===== src/rtl/core/owsc_pkg.sv =====
// Package: shared types, constants and the CRC-8 byte update for the scratchpad checker.
package owsc_pkg;

  localparam int unsigned ByteW   = 8;
  localparam int unsigned TempW   = 16;
  localparam int unsigned ResW    = 2;
  localparam int unsigned IndexW  = 4;

  localparam logic [ByteW-1:0]  CrcPoly    = 8'h8C;
  localparam logic [IndexW-1:0] IdleIndex  = 4'd9;
  localparam logic [IndexW-1:0] LastIndex  = 4'd8;
  localparam logic [IndexW-1:0] TempLoIdx  = 4'd0;
  localparam logic [IndexW-1:0] TempHiIdx  = 4'd1;
  localparam logic [IndexW-1:0] ConfigIdx  = 4'd4;
  localparam int unsigned       ResLsb     = 5;

  // resolution codes R1:R0
  localparam logic [ResW-1:0] Res9Bit  = 2'd0;
  localparam logic [ResW-1:0] Res10Bit = 2'd1;
  localparam logic [ResW-1:0] Res11Bit = 2'd2;
  localparam logic [ResW-1:0] Res12Bit = 2'd3;

  // frame end event from the tracker
  typedef struct packed {
    logic             fire;
    logic             crc_ok;
    logic [TempW-1:0] temp_raw;
    logic [ResW-1:0]  res;
  } frame_evt_t;

  // formatted result word
  typedef struct packed {
    logic                    crc_ok;
    logic signed [TempW-1:0] temp_sixteenths;
    logic [ResW-1:0]         resolution_code;
  } result_t;

  // reflected CRC-8, one byte, LSB first
  function automatic logic [ByteW-1:0] crc8_update(input logic [ByteW-1:0] crc_in,
                                                   input logic [ByteW-1:0] data);
    logic [ByteW-1:0] c;
    logic             mix;
    c = crc_in;
    for (int k = 0; k < ByteW; k++) begin
      mix = c[0] ^ data[k];
      c   = c >> 1;
      if (mix) begin
        c = c ^ CrcPoly;
      end
    end
    return c;
  endfunction

endpackage


===== src/rtl/core/owsc_frame_track.sv =====
// Frame tracker: byte position, running CRC and captured temperature and resolution bytes.
module owsc_frame_track (
  input  logic                         clk,
  input  logic                         rst,
  input  logic                         step,
  input  logic [owsc_pkg::ByteW-1:0]   data_byte,
  input  logic                         frame_start,
  output owsc_pkg::frame_evt_t         evt
);

  logic [owsc_pkg::IndexW-1:0] byte_index;
  logic [owsc_pkg::ByteW-1:0]  running_crc;
  logic [owsc_pkg::ByteW-1:0]  temp_low_byte;
  logic [owsc_pkg::ByteW-1:0]  temp_high_byte;
  logic [owsc_pkg::ResW-1:0]   resolution_bits;
  logic [owsc_pkg::ByteW-1:0]  crc_next;
  logic                        in_frame;

  assign in_frame = (byte_index < owsc_pkg::IdleIndex);
  assign crc_next = owsc_pkg::crc8_update(frame_start ? '0 : running_crc, data_byte);

  always_comb begin
    evt.fire     = step && !frame_start && (byte_index == owsc_pkg::LastIndex);
    evt.crc_ok   = (running_crc == data_byte);
    evt.temp_raw = {temp_high_byte, temp_low_byte};
    evt.res      = resolution_bits;
  end

  always_ff @(posedge clk) begin
    if (rst) begin
      byte_index      <= owsc_pkg::IdleIndex;
      running_crc     <= '0;
      temp_low_byte   <= '0;
      temp_high_byte  <= '0;
      resolution_bits <= '0;
    end else if (step) begin
      if (frame_start) begin
        running_crc   <= crc_next;
        temp_low_byte <= data_byte;
        byte_index    <= owsc_pkg::IndexW'(1);
      end else if (in_frame) begin
        if (byte_index == owsc_pkg::LastIndex) begin
          byte_index <= owsc_pkg::IdleIndex;
        end else begin
          running_crc <= crc_next;
          byte_index  <= byte_index + owsc_pkg::IndexW'(1);
          if (byte_index == owsc_pkg::TempLoIdx) begin
            temp_low_byte <= data_byte;
          end else if (byte_index == owsc_pkg::TempHiIdx) begin
            temp_high_byte <= data_byte;
          end else if (byte_index == owsc_pkg::ConfigIdx) begin
            resolution_bits <= data_byte[owsc_pkg::ResLsb +: owsc_pkg::ResW];
          end
        end
      end
    end
  end

endmodule


===== config.mk =====
export PLATFORM = sky130hd
export DESIGN_NAME = owsc_frame_track
export DESIGN_NICKNAME = d
export VERILOG_FILES = /design/src/rtl/core/owsc_pkg.sv /design/src/rtl/core/owsc_frame_track.sv
export SDC_FILE = /design/constraint.sdc
export NUM_CORES = 1
export LEC_CHECK = 0
export BUFFER_PORTS_ARGS = -buffer_cell sky130_fd_sc_hd__clkbuf_2
export CAP_MARGIN = 20
export CORE_MARGIN = 2
export CORE_UTILIZATION = 55
export CTS_CLUSTER_SIZE = 16
export DETAILED_ROUTE_END_ITERATION = 16
export PLACE_DENSITY_LB_ADDON = 0.25
export SYNTH_ARGS = -nofsm -noshare
export SYNTH_HDL_FRONTEND = slang
export SYNTH_SLANG_ARGS = --single-unit
export TNS_END_PERCENT = 1

===== constraint.sdc =====
create_clock -name clk -period 2.6 [get_ports clk]
set_clock_uncertainty 0.1 [all_clocks]
set_input_delay 0 -clock clk [delete_from_list [all_inputs] [get_ports clk]]
set_output_delay 0 -clock clk [all_outputs]
set_load 0.1 [all_outputs]

==> summary.txt <==
Drt
  – Via density: 5.438
  – DR pass1 iterations: 4
  – Drt wl/cell: 13.81 um
  – Post-DRT Antenna Nets: 0
  – Detailed Route Iter0 Violations: 59
  – DR vias: 1490
  – Drt total wl: 3.785 mm
  – Remaining DRCs: 0

Cells and area
  – Final Util: 0.6825
  – Share of cells above drive strength 1: 0.1826
  – Area Growth Syn to Fin: 17.49%
  – Most common cell after layout, fill and taps aside: clkbuf_2
  – Fin nets: 246
  – Diodes inserted: 0
  – Most frequent cells in the layout: clkbuf_2 (31), dfxtp_1 (30), nor2_1 (29)
  – Filler cell count: 257

CTS
  – Longest Clk Path Bufs: 2
  – Total CTS buffers: 5
  – Worst skew pair latency: 0.34 ns
  – CTS Sinks: 30
  – CTS tree: done
  – Post-CTS Resized: 0
  – H-tree levels: 2
  – Root buffer cell: clkbuf_4
  – Worst-path clk slew: 0.10 ns

STA
  – Worst slew pin tran: 0.5855 ns
  – Slew headroom: 0.6096
  – Setup TNS: 0 ns
  – Peak Freq: 480.7 MHz
  – Final max-slew violation count: 0
  – Tcrit/Tclk final: 0.8002
  – Tmin final: 2.080 ns
  – Unrepaired setup endpoints after global routing: false
  – Final Hold Fails: 0
  – Final setup violation count: 0

Setup path
  – Startpoint Class: register
  – Setup Crit Path Kind: reg2out
  – CP Data Required Time: 2.50 ns
  – Endpoint type of the worst setup path: output pin
  – WP data arrival: 1.98 ns
  – Max FO, Critical Path: 4

Placed design
  – Post-DP HPWL: 2.721 mm
  – GPL Wtd Cong: 0.8402
  – PortBufs: 31

Logic synthesis
  – Area fraction of the dominant cell type after synthesis: 0.3359
  – Post-synthesis compound-gate area fraction: 0.08747
  – Yosys warns: 0
  – Post-Synth Adder-Cell Area: 0.02799
  – Mean Syn Cell Area: 9.030 um2
  – Post-synthesis mux area share: 0.1064
  – Post-synth top area cell: dfxtp_1
  – Mapped Area: 1788 um2
  – Seq/Total Area, Yosys: 0.3359
  – Simple-gate share of the synthesized area: 0.1882
  – Syn Inst Count: 198
  – Largest family of logic cells by synthesized area: XOR/XNOR gates
  – Xor and xnor area share after synthesis: 0.2050
  – Top cells by area, synth: dfxtp_1 (34%), xnor2_1 (12%), mux2i_1 (11%)
  – Synth Register Bits: 30
  – Syn nets: 214
  – Library cells used by synthesis: 42

Die
  – Die width: 61.02 um
  – I/O pins: 32
  – Placeable core area: 3078 um2
  – Die area: 3723 um2
  – Starting Density: 0.5809
  – Row count: 20
  – Die H: 61.02 um

Pwr
  – VDD IR-drop max: 0.0003338 V
  – Design Power: 1.310 mW
  – Leakage: 0.9693 nW
  – Sw frac: 0.3268
  – Int Pwr: 0.8819 mW
  – Switch Pwr: 0.4280 mW
  – Sequential Power Share: 0.402
  – Pwr dens: 623.6 nW/um2
  – Combinational power share: 0.304
  – Clock share of power: 0.294

Global route
  – Wire length of the first global-routing pass: 6.216 mm
  – Initial antenna violation count: 0
  – Vias in the first global route: 1420
  – Congestion Overflow GR: 0
  – Gr usage total: 0.2297
  – Largest net degree at the start of global routing: 29

Worst hold path
  – Worst hold path type: in2reg

Status
  – Status: completed

Flow run
  – Maximum Capacitance Violations: 0
## stage by stage
step                setup slack, ns  cells  hold slack (ns)  instance area (um2)
floorplan                    0.4635    198          0.04394                 1788
global placement             0.7436    258           0.2165                 1929
detailed placement           0.6329    258           0.2262                 1929
CTS                          0.5286    274           0.1227                 2101
global route                 0.4379    274           0.1547                 2101
finish                       0.5195    274           0.1205                 2101
## metal layers
| metal | GRT usage | part of all wire | routed length [um] | vias up |
|---|---|---|---|---|
| li1 | - | - | - | 740 |
| met1 | 0.2664 | 0.44 | 1670 | 708 |
| met2 | 0.4071 | 0.50 | 1885 | 35 |
| met3 | 0.07353 | 0.049 | 185 | 7 |
| met4 | 0.06522 | 0.011 | 43 | 0 |
| met5 | 0 | 0 | 0 | - |
## sequential cells by signal, summed over array words and instances, names as in the netlist
name and flops:
resolution_bits 2, temp_low_byte 8, byte_index 4, temp_high_byte 8, running_crc 8
## cell usage after synthesis (all sizes together)
cell     instances
a21oi            5
ha               4
or4              1
o21ai            3
a2111oi          1
and2b            1
nand2           12
xnor3            5
a41oi            1
xor2             4
o31ai            1
or2              1
nand4            3
xnor2           24
nand3            4
nor3             2
and3             3
nor3b            2
nor2            29
nor4             1
a211oi           5
a41o             1
and2             2
nand2b           2
dfxtp           30
a21o             1
inv              5
o21a             1
nor2b            3
nor4b            1
o211ai           1
o2111ai          2
mux2i           19
or3              2
buf              6
nand3b           1
clkbuf           9
## final timing paths
kind,start,to,slack [ns],cells after the start
setup reg to reg,byte_index[0]$_SDFFE_PP1P_,temp_low_byte[7]$_SDFFE_PP0P_,0.65,6
hold reg to reg,temp_low_byte[1]$_SDFFE_PP0P_,temp_low_byte[1]$_SDFFE_PP0P_,0.40,2
setup / recovery,byte_index[0]$_SDFFE_PP1P_,evt[19],0.52,5
hold / removal,rst,temp_low_byte[1]$_SDFFE_PP0P_,0.12,2
## power groups by stage
stage | clock, mW | combinational [mW] | sequential (mW)
2_1_floorplan | 0 | 0.278 | 0.585
3_3_place_gp | 0 | 0.373 | 0.534
3_5_place_dp | 0 | 0.386 | 0.537
4_1_cts | 0.390 | 0.398 | 0.527
5_1_grt | 0.416 | 0.430 | 0.533
6_report | 0.385 | 0.398 | 0.527
## cells by family after synthesis
kind of cell | after synthesis
AND/OR/NAND/NOR | 70
adder cells (fa/ha/maj) | 4
flip-flops | 30
XOR/XNOR | 33
AO/OA/AOI/OAI | 22
multiplexers | 19
buffers and inverters | 20
## critical path: stages (launching register included)
cell and delay, ns:
dfxtp_1 0.35, inv_1 0.13, ha_1 0.22, nor3b_1 0.29
and3_1 0.20, clkbuf_2 0.45
## area by class of cell
class                   instances  area (um2)  share of cell area
clock buffers                   6       51.30             0.02442
clock inverters                 1       30.03             0.01429
inverters                       5       18.77            0.008934
multi-input cells             148        1100              0.5235
flip-flops and latches         30       600.6              0.2859
well taps                      44       55.05             0.02621
repair buffers                 40       245.2              0.1167
## repair_timing
item	4_1_cts	5_1_grt
setup endpoints to repair	0	0
hold buffers	9	0
endpoints found under the hold margin	19	0
buffers inserted	0	0
No activity file was read; power rests on OpenSTA's default activity.
